[src/rtl/core/brl_pkg.sv]
package brl_pkg;

    localparam int CFG_INDEX_BITS = 3;
    localparam int CFG_DATA_BITS  = 24;

    localparam int ORIGIN_BITS = 12;
    localparam int SCALE_BITS  = 16;
    localparam int FRAME_BITS  = 13;
    localparam int COLOR_BITS  = 24;
    localparam int PIXEL_BITS  = 12;

    localparam logic [CFG_INDEX_BITS-1:0] REG_ORIGIN_X     = 3'd0;
    localparam logic [CFG_INDEX_BITS-1:0] REG_ORIGIN_Y     = 3'd1;
    localparam logic [CFG_INDEX_BITS-1:0] REG_SCALE_X      = 3'd2;
    localparam logic [CFG_INDEX_BITS-1:0] REG_SCALE_Y      = 3'd3;
    localparam logic [CFG_INDEX_BITS-1:0] REG_FRAME_WIDTH  = 3'd4;
    localparam logic [CFG_INDEX_BITS-1:0] REG_FRAME_HEIGHT = 3'd5;
    localparam logic [CFG_INDEX_BITS-1:0] REG_DRAW_COLOR   = 3'd6;

    localparam logic CMD_LOAD = 1'b0;
    localparam logic CMD_STEP = 1'b1;

    localparam logic [ORIGIN_BITS-1:0] ORIGIN_RESET       = 12'd0;
    localparam logic [SCALE_BITS-1:0]  SCALE_RESET        = 16'd256;
    localparam logic [FRAME_BITS-1:0]  FRAME_WIDTH_RESET  = 13'd640;
    localparam logic [FRAME_BITS-1:0]  FRAME_HEIGHT_RESET = 13'd480;
    localparam logic [COLOR_BITS-1:0]  COLOR_RESET        = 24'h00FF00;

endpackage

[src/rtl/core/bresenham_line_rasterizer.sv]
// An accepted step beat's pixel passes the s1 and s2 registers into the result register.
// One beat per cycle unless stalled; a load or a step with no active line yields no result.
// The stages are: walk state update, scale multiply, origin add with clip compare.
// Each stage advances on its own, so bubbles close up while the output is stalled.
// Reset clears the walk state and valid flags and restores the config registers' reset values.
module bresenham_line_rasterizer #(
    parameter int COORD_BITS = 12
) (
    input  logic                                 clk,
    input  logic                                 rst_n,

    input  logic                                 cfg_valid,
    output logic                                 cfg_ready,
    input  logic [brl_pkg::CFG_INDEX_BITS-1:0]   cfg_index,
    input  logic [brl_pkg::CFG_DATA_BITS-1:0]    cfg_data,

    input  logic                                 in_valid,
    output logic                                 in_ready,
    input  logic                                 command,
    input  logic signed [COORD_BITS-1:0]         start_x,
    input  logic signed [COORD_BITS-1:0]         start_y,
    input  logic signed [COORD_BITS-1:0]         end_x,
    input  logic signed [COORD_BITS-1:0]         end_y,

    output logic                                 out_valid,
    input  logic                                 out_ready,
    output logic [brl_pkg::PIXEL_BITS-1:0]       pixel_x,
    output logic [brl_pkg::PIXEL_BITS-1:0]       pixel_y,
    output logic [brl_pkg::COLOR_BITS-1:0]       pixel_color,
    output logic                                 visible,
    output logic                                 last
);

    localparam int CB = COORD_BITS;
    localparam int EW = CB + 3;
    localparam int IW = CB + 2;
    localparam int PW = CB + brl_pkg::SCALE_BITS;
    localparam int SW = PW + 1;
    localparam int QW = SW - 9;

    logic [brl_pkg::ORIGIN_BITS-1:0]        origin_x_reg;
    logic [brl_pkg::ORIGIN_BITS-1:0]        origin_y_reg;
    logic signed [brl_pkg::SCALE_BITS-1:0]  scale_x_reg;
    logic signed [brl_pkg::SCALE_BITS-1:0]  scale_y_reg;
    logic [brl_pkg::FRAME_BITS-1:0]         frame_width_reg;
    logic [brl_pkg::FRAME_BITS-1:0]         frame_height_reg;
    logic [brl_pkg::COLOR_BITS-1:0]         draw_color_reg;

    logic                   line_active_reg, line_active_next;
    logic                   steep_flag_reg, steep_flag_next;
    logic                   minor_down_reg, minor_down_next;
    logic signed [CB-1:0]   major_pos_reg, major_pos_next;
    logic signed [CB-1:0]   minor_pos_reg, minor_pos_next;
    logic signed [CB-1:0]   major_end_reg, major_end_next;
    logic signed [EW-1:0]   error_term_reg, error_term_next;
    logic [IW-1:0]          straight_inc_reg, straight_inc_next;
    logic signed [IW-1:0]   diagonal_inc_reg, diagonal_inc_next;

    logic                   s1_valid_reg;
    logic signed [CB-1:0]   s1_ux_reg;
    logic signed [CB-1:0]   s1_uy_reg;
    logic                   s1_last_reg;

    logic                   s2_valid_reg;
    logic signed [PW-1:0]   s2_prod_x_reg;
    logic signed [PW-1:0]   s2_prod_y_reg;
    logic                   s2_last_reg;

    logic                   en_out, en2, en1;
    logic                   in_beat, step_beat, emit;
    logic                   at_end;

    logic signed [CB:0]     ddx, ddy;
    logic [CB:0]            adx, ady;
    logic                   steep, swap;
    logic signed [CB-1:0]   ma1, ma2, mi1, mi2;
    logic signed [CB-1:0]   maj_start, maj_stop, min_start, min_stop;
    logic signed [CB:0]     run, rise;
    logic [CB:0]            rise_abs;

    logic signed [SW-1:0]   sum_x, sum_y;
    logic [QW-1:0]          qx, qy;
    logic                   vis_x, vis_y, vis;

    assign cfg_ready = 1'b1;

    assign en_out   = !out_valid || out_ready;
    assign en2      = !s2_valid_reg || en_out;
    assign en1      = !s1_valid_reg || en2;
    assign in_ready = en1;

    assign in_beat   = in_valid && in_ready;
    assign step_beat = in_beat && (command == brl_pkg::CMD_STEP);
    assign at_end    = (major_pos_reg == major_end_reg);
    assign emit      = step_beat && line_active_reg;

    always_ff @(posedge clk or negedge rst_n)
    begin
        if (!rst_n)
        begin
            origin_x_reg     <= brl_pkg::ORIGIN_RESET;
            origin_y_reg     <= brl_pkg::ORIGIN_RESET;
            scale_x_reg      <= brl_pkg::SCALE_RESET;
            scale_y_reg      <= brl_pkg::SCALE_RESET;
            frame_width_reg  <= brl_pkg::FRAME_WIDTH_RESET;
            frame_height_reg <= brl_pkg::FRAME_HEIGHT_RESET;
            draw_color_reg   <= brl_pkg::COLOR_RESET;
        end
        else if (cfg_valid && cfg_ready)
        begin
            unique case (cfg_index)
                brl_pkg::REG_ORIGIN_X:
                    origin_x_reg <= cfg_data[brl_pkg::ORIGIN_BITS-1:0];
                brl_pkg::REG_ORIGIN_Y:
                    origin_y_reg <= cfg_data[brl_pkg::ORIGIN_BITS-1:0];
                brl_pkg::REG_SCALE_X:
                    scale_x_reg <= cfg_data[brl_pkg::SCALE_BITS-1:0];
                brl_pkg::REG_SCALE_Y:
                    scale_y_reg <= cfg_data[brl_pkg::SCALE_BITS-1:0];
                brl_pkg::REG_FRAME_WIDTH:
                    frame_width_reg <= cfg_data[brl_pkg::FRAME_BITS-1:0];
                brl_pkg::REG_FRAME_HEIGHT:
                    frame_height_reg <= cfg_data[brl_pkg::FRAME_BITS-1:0];
                brl_pkg::REG_DRAW_COLOR:
                    draw_color_reg <= cfg_data[brl_pkg::COLOR_BITS-1:0];
                default:
                begin
                end
            endcase
        end
    end

    // Line setup: swap axes for a steep line, then order along the major axis.
    always_comb
    begin
        ddx      = {end_x[CB-1], end_x} - {start_x[CB-1], start_x};
        ddy      = {end_y[CB-1], end_y} - {start_y[CB-1], start_y};
        adx      = ddx[CB] ? -ddx : ddx;
        ady      = ddy[CB] ? -ddy : ddy;
        steep    = ady > adx;
        ma1      = steep ? start_y : start_x;
        mi1      = steep ? start_x : start_y;
        ma2      = steep ? end_y : end_x;
        mi2      = steep ? end_x : end_y;
        swap     = ma1 > ma2;
        maj_start = swap ? ma2 : ma1;
        maj_stop  = swap ? ma1 : ma2;
        min_start = swap ? mi2 : mi1;
        min_stop  = swap ? mi1 : mi2;
        run      = {maj_stop[CB-1], maj_stop} - {maj_start[CB-1], maj_start};
        rise     = {min_stop[CB-1], min_stop} - {min_start[CB-1], min_start};
        rise_abs = rise[CB] ? -rise : rise;
    end

    always_comb
    begin
        line_active_next  = line_active_reg;
        steep_flag_next   = steep_flag_reg;
        minor_down_next   = minor_down_reg;
        major_pos_next    = major_pos_reg;
        minor_pos_next    = minor_pos_reg;
        major_end_next    = major_end_reg;
        error_term_next   = error_term_reg;
        straight_inc_next = straight_inc_reg;
        diagonal_inc_next = diagonal_inc_reg;
        if (in_beat && (command == brl_pkg::CMD_LOAD))
        begin
            line_active_next  = 1'b1;
            steep_flag_next   = steep;
            minor_down_next   = !(min_start < min_stop);
            major_pos_next    = maj_start;
            minor_pos_next    = min_start;
            major_end_next    = maj_stop;
            straight_inc_next = {rise_abs, 1'b0};
            diagonal_inc_next = {rise_abs, 1'b0} - {run, 1'b0};
            error_term_next   = $signed({2'b00, rise_abs}) - $signed({run[CB], run[CB], run});
            error_term_next   = error_term_next + $signed({2'b00, rise_abs});
        end
        else if (emit)
        begin
            if (at_end)
            begin
                line_active_next = 1'b0;
            end
            else
            begin
                major_pos_next = major_pos_reg + 1'b1;
                if (error_term_reg[EW-1])
                begin
                    error_term_next = error_term_reg + $signed({1'b0, straight_inc_reg});
                end
                else
                begin
                    error_term_next = error_term_reg
                                    + {diagonal_inc_reg[IW-1], diagonal_inc_reg};
                    minor_pos_next  = minor_down_reg ? minor_pos_reg - 1'b1
                                                     : minor_pos_reg + 1'b1;
                end
            end
        end
    end

    always_ff @(posedge clk or negedge rst_n)
    begin
        if (!rst_n)
        begin
            line_active_reg  <= 1'b0;
            steep_flag_reg   <= 1'b0;
            minor_down_reg   <= 1'b0;
            major_pos_reg    <= '0;
            minor_pos_reg    <= '0;
            major_end_reg    <= '0;
            error_term_reg   <= '0;
            straight_inc_reg <= '0;
            diagonal_inc_reg <= '0;
        end
        else
        begin
            line_active_reg  <= line_active_next;
            steep_flag_reg   <= steep_flag_next;
            minor_down_reg   <= minor_down_next;
            major_pos_reg    <= major_pos_next;
            minor_pos_reg    <= minor_pos_next;
            major_end_reg    <= major_end_next;
            error_term_reg   <= error_term_next;
            straight_inc_reg <= straight_inc_next;
            diagonal_inc_reg <= diagonal_inc_next;
        end
    end

    always_ff @(posedge clk or negedge rst_n)
    begin
        if (!rst_n)
        begin
            s1_valid_reg <= 1'b0;
            s2_valid_reg <= 1'b0;
        end
        else
        begin
            if (en1)
            begin
                s1_valid_reg <= emit;
            end
            if (en2)
            begin
                s2_valid_reg <= s1_valid_reg;
            end
        end
    end

    always_ff @(posedge clk)
    begin
        if (en1)
        begin
            s1_ux_reg   <= steep_flag_reg ? minor_pos_reg : major_pos_reg;
            s1_uy_reg   <= steep_flag_reg ? major_pos_reg : minor_pos_reg;
            s1_last_reg <= at_end;
        end
        if (en2)
        begin
            s2_prod_x_reg <= s1_ux_reg * scale_x_reg;
            s2_prod_y_reg <= s1_uy_reg * scale_y_reg;
            s2_last_reg   <= s1_last_reg;
        end
    end

    // The quotient by 256 truncates toward zero, so a small negative sum still maps to zero.
    always_comb
    begin
        sum_x = $signed({{(SW-brl_pkg::ORIGIN_BITS-8){1'b0}}, origin_x_reg, 8'd0})
              + {s2_prod_x_reg[PW-1], s2_prod_x_reg};
        sum_y = $signed({{(SW-brl_pkg::ORIGIN_BITS-8){1'b0}}, origin_y_reg, 8'd0})
              + {s2_prod_y_reg[PW-1], s2_prod_y_reg};
        qx    = sum_x[SW-1] ? '0 : sum_x[SW-2:8];
        qy    = sum_y[SW-1] ? '0 : sum_y[SW-2:8];
        vis_x = (sum_x[SW-1] ? ((&sum_x[SW-1:8]) && (|sum_x[7:0])) : 1'b1)
              && (qx < {{(QW-brl_pkg::FRAME_BITS){1'b0}}, frame_width_reg});
        vis_y = (sum_y[SW-1] ? ((&sum_y[SW-1:8]) && (|sum_y[7:0])) : 1'b1)
              && (qy < {{(QW-brl_pkg::FRAME_BITS){1'b0}}, frame_height_reg});
        vis   = vis_x && vis_y;
    end

    always_ff @(posedge clk or negedge rst_n)
    begin
        if (!rst_n)
        begin
            out_valid <= 1'b0;
        end
        else if (en_out)
        begin
            out_valid <= s2_valid_reg;
        end
    end

    always_ff @(posedge clk)
    begin
        if (en_out)
        begin
            pixel_x     <= vis ? qx[brl_pkg::PIXEL_BITS-1:0] : '0;
            pixel_y     <= vis ? qy[brl_pkg::PIXEL_BITS-1:0] : '0;
            pixel_color <= draw_color_reg;
            visible     <= vis;
            last        <= s2_last_reg;
        end
    end

    a_hidden_pixel_zero: assert property (@(posedge clk) disable iff (!rst_n)
        out_valid && !visible |-> (pixel_x == '0) && (pixel_y == '0))
        else $error("hidden pixel carries nonzero coordinates");

    a_last_ends_line: assert property (@(posedge clk) disable iff (!rst_n)
        emit && at_end |=> !line_active_reg)
        else $error("line still active after its last pixel");

    a_walk_advances: assert property (@(posedge clk) disable iff (!rst_n)
        emit && !at_end |=> line_active_reg && (major_pos_reg == $past(major_pos_reg) + 1'b1))
        else $error("major position did not advance by one");

    a_idle_step_silent: assert property (@(posedge clk) disable iff (!rst_n)
        step_beat && !line_active_reg |=> !s1_valid_reg)
        else $error("step without a line produced a pixel");

endmodule
[config.mk]
export PLATFORM = sky130hd
export DESIGN_NAME = bresenham_line_rasterizer
export DESIGN_NICKNAME = d
export VERILOG_FILES = /design/src/rtl/core/brl_pkg.sv /design/src/rtl/core/bresenham_line_rasterizer.sv
export SDC_FILE = /design/constraint.sdc
export NUM_CORES = 2
export LEC_CHECK = 0
export BUFFER_PORTS_ARGS = -buffer_cell sky130_fd_sc_hd__buf_2
export CAP_MARGIN = 20
export CORE_UTILIZATION = 25
export CTS_CLUSTER_DIAMETER = 50
export DETAILED_ROUTE_END_ITERATION = 8
export GPL_ROUTABILITY_DRIVEN = 0
export SLEW_MARGIN = 20
export SYNTH_ARGS = -nofsm -noshare
export SYNTH_HDL_FRONTEND = slang
export SYNTH_SLANG_ARGS = --single-unit
[constraint.sdc]
create_clock -name clk -period 6.9 [get_ports clk]
set_input_delay 0.345 -clock clk [delete_from_list [all_inputs] [get_ports clk]]
set_output_delay 0.345 -clock clk [all_outputs]
set_load 0.005 [all_outputs]
# Yosys cells after proc, flatten, opt, wreduce, memory -nomap -nowiden
# Index checks and enable logic that the tools add are counted.
[word_totals] register_bits=322
[op_classes] mul=2 n_reduce_logical=33 eq_ne=9 n_lt_le_gt_ge=5 addsub=17 muxes=32 n_bitwise=1
[op_table] cell="$mux W12" n=18
[op_table] cell="$mux W15" n=4
[op_table] cell="$add A21 B28 Y29" n=2
[op_table] cell="$mul A12 B16 Y28" n=2
[op_table] cell="$sub A12 B12 Y13" n=4
[op_table] cell="$reduce_and A21 Y1" n=2
[op_table] cell="$lt A20 B13 Y1" n=2
[op_table] cell="$mux W20" n=2
[op_table] cell="$mux W13" n=3
[op_table] cell="$neg A13 Y13" n=3
[op_table] cell="$add A15 B15 Y15" n=2
[op_table] cell="$add A12 B1 Y12 const B" n=2
[op_table] cell="$reduce_and A2 Y1" n=9
[op_table] cell="$reduce_or A8 Y1" n=2
[op_table] cell="$add A15 B14 Y15" n=1
[op_table] cell="$sub A14 B13 Y15" n=1
[op_table] cell="$sub A14 B14 Y14" n=1
[op_table] cell="$gt A13 B13 Y1" n=1
[op_table] cell="$eq A12 B12 Y1" n=1
[op_table] cell="$gt A12 B12 Y1" n=1
[op_table] cell="$lt A12 B12 Y1" n=1
[op_table] cell="$sub A12 B1 Y12 const B" n=1
[op_table] cell="$eq A3 B3 Y1 const B" n=3
[op_table] cell="$logic_and A1 B1 Y1" n=9
[op_table] cell="other kinds (10)" n=22

# Longest topological paths before layout
[logic_depth] ltp_word=13 mapped_depth=73

# Least setup slack after synthesis
# No wires, ideal clock.
[synth_path] path_kind="input-to-reg" from="in end_x[0]" to="reg error_term_reg[14]" slack_ns=-6.517 arrival_ns=13.292 path_stages=69 setup_ns=0.124 path_buffers=8 path_cell_list="inv_1 -> ha_1 -> fa_1 -> nor2b_1 -> o21ai_0 -> nand2b_1 -> a21o_1 -> a21o_1 -> a21oi_1 -> o21ai_0 -> a21o_1 -> a21o_1 -> a2111oi_0 -> a21oi_1 -> or4b_2 -> ha_1 -> and3_2 -> o21a_1 -> (+33 left out) -> a21oi_1 -> inv_1 -> ha_1 -> nor2b_1 -> o21ai_0 -> a21boi_0 -> o21ai_0 -> a21boi_0 -> o21ai_0 -> a21boi_0 -> o21ai_0 -> a21boi_0 -> or2_2 -> nand2_1 -> a2111oi_1 -> a2111o_1 -> o211ai_1 -> nor3b_2"
[synth_between] elab_chain_cells=13 elab_cells_between_ends=20
[synth_rtl] element="from (decl)" line="bresenham_line_rasterizer.sv:22" rtl="input logic signed [COORD_BITS-1:0] end_x,"
[synth_rtl] element="$sub A12 B12 Y13" line="bresenham_line_rasterizer.sv:136" rtl="ddx = {end_x[CB-1], end_x} - {start_x[CB-1], start_x};"
[synth_rtl] element="$neg A13 Y13" line="bresenham_line_rasterizer.sv:138" rtl="adx = ddx[CB] ? -ddx : ddx;"
[synth_rtl] element="$mux W13" line="bresenham_line_rasterizer.sv:138"
[synth_rtl] element="$gt A13 B13 Y1" line="bresenham_line_rasterizer.sv:140" rtl="steep = ady > adx;"
[synth_rtl] element="$mux W12 (on tied branches)" line="bresenham_line_rasterizer.sv:141, bresenham_line_rasterizer.sv:143"
[synth_rtl] element="$gt A12 B12 Y1" line="bresenham_line_rasterizer.sv:145" rtl="swap = ma1 > ma2;"
[synth_rtl] element="$mux W12 (on tied branches)" line="bresenham_line_rasterizer.sv:149, bresenham_line_rasterizer.sv:148"
[synth_rtl] element="$sub A12 B12 Y13 (*)" line="bresenham_line_rasterizer.sv:151" rtl="rise = {min_stop[CB-1], min_stop} - {min_start[CB-1], min_start};"
[synth_rtl] element="$neg A13 Y13" line="bresenham_line_rasterizer.sv:152" rtl="rise_abs = rise[CB] ? -rise : rise;"
[synth_rtl] element="$mux W13 (*)" line="bresenham_line_rasterizer.sv:152"
[synth_rtl] element="named net rise_abs[1]" line="bresenham_line_rasterizer.sv:79" rtl="logic [CB:0] rise_abs;"
[synth_rtl] element="$sub A14 B13 Y15" line="bresenham_line_rasterizer.sv:176" rtl="error_term_next = $signed({2'b00, rise_abs}) - $signed({run[CB], run[CB], run});"
[synth_rtl] element="$add A15 B14 Y15 (*)" line="bresenham_line_rasterizer.sv:177" rtl="error_term_next = error_term_next + $signed({2'b00, rise_abs});"
[synth_rtl] element="$mux W15 (*)" line="bresenham_line_rasterizer.sv:166" rtl="if (in_beat && (command == brl_pkg::CMD_LOAD))"
[synth_rtl] element="to (signal assigned)" line="bresenham_line_rasterizer.sv:225" rtl="error_term_reg <= error_term_next;"
[synth_rtl] element="to (decl)" line="bresenham_line_rasterizer.sv:55" rtl="logic signed [EW-1:0] error_term_reg, error_term_next;"
# The timed path passes the listed nets; every way through them passes the cells marked *.
# A chain may end at the register's enable or synchronous reset.

# Final worst setup path
[layout_path] from="in end_x[0]" to="reg straight_inc_reg[3]"
[layout_between] elab_chain_cells=10 elab_cells_between_ends=14
[layout_rtl] element="$sub A12 B12 Y13" line="bresenham_line_rasterizer.sv:136"
[layout_rtl] element="$neg A13 Y13" line="bresenham_line_rasterizer.sv:138"
[layout_rtl] element="$mux W13" line="bresenham_line_rasterizer.sv:138"
[layout_rtl] element="$gt A13 B13 Y1" line="bresenham_line_rasterizer.sv:140"
[layout_rtl] element="$mux W12 (on tied branches)" line="bresenham_line_rasterizer.sv:141, bresenham_line_rasterizer.sv:143"
[layout_rtl] element="$gt A12 B12 Y1" line="bresenham_line_rasterizer.sv:145"
[layout_rtl] element="$mux W12 (on tied branches)" line="bresenham_line_rasterizer.sv:149, bresenham_line_rasterizer.sv:148"
[layout_rtl] element="$sub A12 B12 Y13 (*)" line="bresenham_line_rasterizer.sv:151"
[layout_rtl] element="$neg A13 Y13" line="bresenham_line_rasterizer.sv:152"
[layout_rtl] element="$mux W13 (*)" line="bresenham_line_rasterizer.sv:152"
[layout_rtl] element="named net rise_abs[2]" line="bresenham_line_rasterizer.sv:79"
[layout_rtl] element="to (signal assigned)" line="bresenham_line_rasterizer.sv:226" rtl="straight_inc_reg <= straight_inc_next;"
[layout_rtl] element="to (decl)" line="bresenham_line_rasterizer.sv:56" rtl="logic [IW-1:0] straight_inc_reg, straight_inc_next;"
# Marked as above.

==> qor.yml <==
status: "finished with violations"
end_kind: "register"
root_buffer: "clkbuf_16"
overflow: 0
worstPathArrival_ns: 11.11
ys_warn_count: 0
drv_slew: 0
start_util_pct: 25.26
cp-start-kind: "input pin"
final_common_cell: "buf_4"
layout.nets: 5209
antenna_cells: 0
rsz0062_at_grt: "yes"
period_needed_ns: 10.66
setup-tns-final_ns: -103.57
failed_checks: "negative setup slack"
synth_cells: 3786
hold_violations: 0
fin_area_mm2: 0.04618
worstHoldPathType: "in2reg"
drtPass1Iterations: 7
grt_max_degree: 99
r2r_setup_slack_ns: 0.45
syn_area_mm2: 0.03529
busiest_layer: "met2"
final_cell_mix: "558 x buf_4, 542 x inv_1, 469 x nand2_1, 362 x fa_1, 270 x ha_1"
crit_path_frequent_cell: "buf_6"
die_h_um: 377.7
avgRoutedWirePerCell_um: 15.80
critPathRequiredTime_ns: 7.35
cp_top_family: "compound AO/OA/AOI/OAI gates"
clk_pin_slew_ns: 0.06
slowest_stage: "o41a_4"
synth_edf_count: 132
setup_violations: 45
seq_area_frac_synth_pct: 24.62
grt_pass1_vias: 29300
worst-path-buf-inv: 34
drive_gt1_share_pct: 28.37
ios: 134
clock_skew_ns: 0.02576
placed_cell_area_mm2: 0.04195
max_stage_delay_ns: 0.38
area_growth_syn_to_layout_pct: 30.88
insertion_delay_ns: 0.58
grtUsageMet3_pct: 2.240
portBuffers: 132
worst_slack_ns: -3.765
timing.final.crit_share_pct: 154.6
critPathMaxFanout: 8
slew_headroom_pct: 25.08
h-tree-depth: 2
viasPerCell: 4.571
async_reset_ff_share_pct: 58.75
clockBufferDepth: 3
vias: 29170
ys_seq_elements: 320
whs_ns: 0.1059
syn_area_per_cell_um2: 9.320
critPathKind: "in2reg"
wl_um: 100800
grt_use_met1_pct: 19.04
coreArea_mm2: 0.1397
worst_pin_slew_ns: 1.124
grt_usage_pct: 13.78
met2_usage_pct: 22.35
cts_tree: "built"
rows: 137
dp_hpwl_um: 78710
grt_pass1_wl_um: 157500
drt_iter0_drc: 1803
numCtsBuffers: 41
synth.net_count: 4523
clock.fmax_mhz: 93.77
synth_cell_type_count: 101
antenna_left: 0
drc: 0
cts_sinks: 320
die_w_um: 377.7
antenna_found_initial: 5
die_area_mm2: 0.1427
drv_cap: 0
fillers: 14210
synthFlopType: "dfrtp_1"
## worst reg2reg max path: stages (launching register included)
cell      delay, ns
edfxtp_1       0.55
buf_4          0.24
nand2_1        0.09
fa_1           0.59
inv_1          0.06
ha_1           0.32
fa_1           0.52
fa_1           0.44
fa_1           0.50
ha_1           0.36
o21ai_0        0.14
a21boi_0       0.30
o21ai_1        0.13
a21boi_0       0.24
o21ai_0        0.14
a21boi_0       0.26
o21ai_0        0.15
a21o_1         0.21
a21oi_1        0.21
o31ai_2        0.11
a21oi_1        0.19
a41oi_1        0.16
a21oi_1        0.19
xnor2_1        0.11
## stage by stage
| stage | cells | setup WS, ns | util (%) |
|---|---|---|---|
| finish | 6381 | -3.765 | 33.06 |
| floorplan | 3786 | -4.289 | - |
| global placement | 6168 | -4.574 | 30.02 |
| CTS | 6319 | -3.619 | 32.02 |
| global route | 6381 | -4.305 | 33.06 |
| detailed placement | 6169 | -4.701 | 30.03 |
## worst paths after layout
| check | end | from | depth (start not counted) |
|---|---|---|---|
| worst min-delay path | line_active_reg | in_valid | 4 |
| max in group asynchronous | major_end_reg[8] | rst_n | 3 |
| worst min register to register | pixel_color[4] | draw_color_reg[4] | 0 |
| worst max register to register | s2_prod_y_reg[27] | s1_uy_reg[2] | 23 |
| worst max-delay path | straight_inc_reg[3] | end_x[0] | 77 |
| min in group asynchronous | frame_height_reg[10] | rst_n | 2 |
## logic make-up (layout without fill, tap and decap cells)
logic type,after synthesis,after routing,synth area share (%)
flip-flops,320,320,24.62
AO/OA/AOI/OAI,657,657,12.17
AND/OR/NAND/NOR,1116,1116,14.97
other,1,1,0.01063
buffers and inverters,692,1411,7.641
adder cells (fa/ha/maj),657,657,31.08
multiplexers,146,146,4.613
XOR/XNOR,197,197,4.890
## final cells by class
cell class              instances  area [um^2]  share of cell area [%]
inverters                     551         2078                   4.500
flip-flops and latches        320         8690                   18.82
repair buffers                784         6123                   13.26
clock buffers                  57         1199                   2.595
multi-input cells            2774        25510                   55.24
well taps                    1876         2347                   5.082
clock inverters                19        235.2                  0.5093
## Yosys cell counts (6+ instances only)
| library cell | instances | area [um^2] |
|---|---|---|
| or3_1 | 21 | 131.4 |
| nand2_1 | 495 | 1858 |
| mux2_2 | 117 | 1318 |
| nand3_1 | 38 | 190.2 |
| inv_1 | 551 | 2068 |
| o211ai_1 | 34 | 255.2 |
| nand4_1 | 21 | 131.4 |
| a21boi_0 | 30 | 225.2 |
| nor4_1 | 31 | 193.9 |
| nand2b_1 | 55 | 344.1 |
| clkbuf_1 | 123 | 461.7 |
| a2111oi_0 | 6 | 52.55 |
| o21ai_0 | 192 | 960.9 |
| o211a_1 | 6 | 60.06 |
| dfrtp_1 | 172 | 4304 |
| mux2i_1 | 26 | 260.3 |
| nor3b_1 | 10 | 75.07 |
| a211oi_1 | 26 | 195.2 |
| and3_1 | 7 | 43.79 |
| o21ai_1 | 8 | 40.04 |
| ha_1 | 290 | 3628 |
| xnor2_1 | 149 | 1305 |
| nor3_1 | 40 | 200.2 |
| dfstp_2 | 16 | 420.4 |
| and2_1 | 124 | 775.7 |
| o21bai_1 | 24 | 180.2 |
| a21o_1 | 49 | 367.9 |
| or2_2 | 7 | 43.79 |
| fa_1 | 366 | 7327 |
| nor2b_1 | 41 | 256.5 |
| o21a_1 | 18 | 135.1 |
| a31oi_1 | 18 | 112.6 |
| o31ai_1 | 14 | 105.1 |
| edfxtp_1 | 132 | 3964 |
| a21oi_1 | 149 | 745.7 |
| xor2_1 | 48 | 420.4 |
| or4_1 | 9 | 67.56 |
| nor2_1 | 188 | 705.7 |
## per-layer routing
metal	wire [um]	vias to the layer above
li1	-	13910
met2	46100	790
met3	6485	134
met5	23	-
met4	2133	4
met1	46060	14330
## timing repair
item	4_1_cts	5_1_grt
pin swaps	95	83
setup buffers	69	65
endpoints found under the setup margin	68	78
cloned	1	4
hold buffers	9	0
gates resized for setup	171	219
hold endpoints to repair	92	0
Power is not shown: default switching activity piles up to over one toggle a cycle in this logic, so the estimate is an artifact.
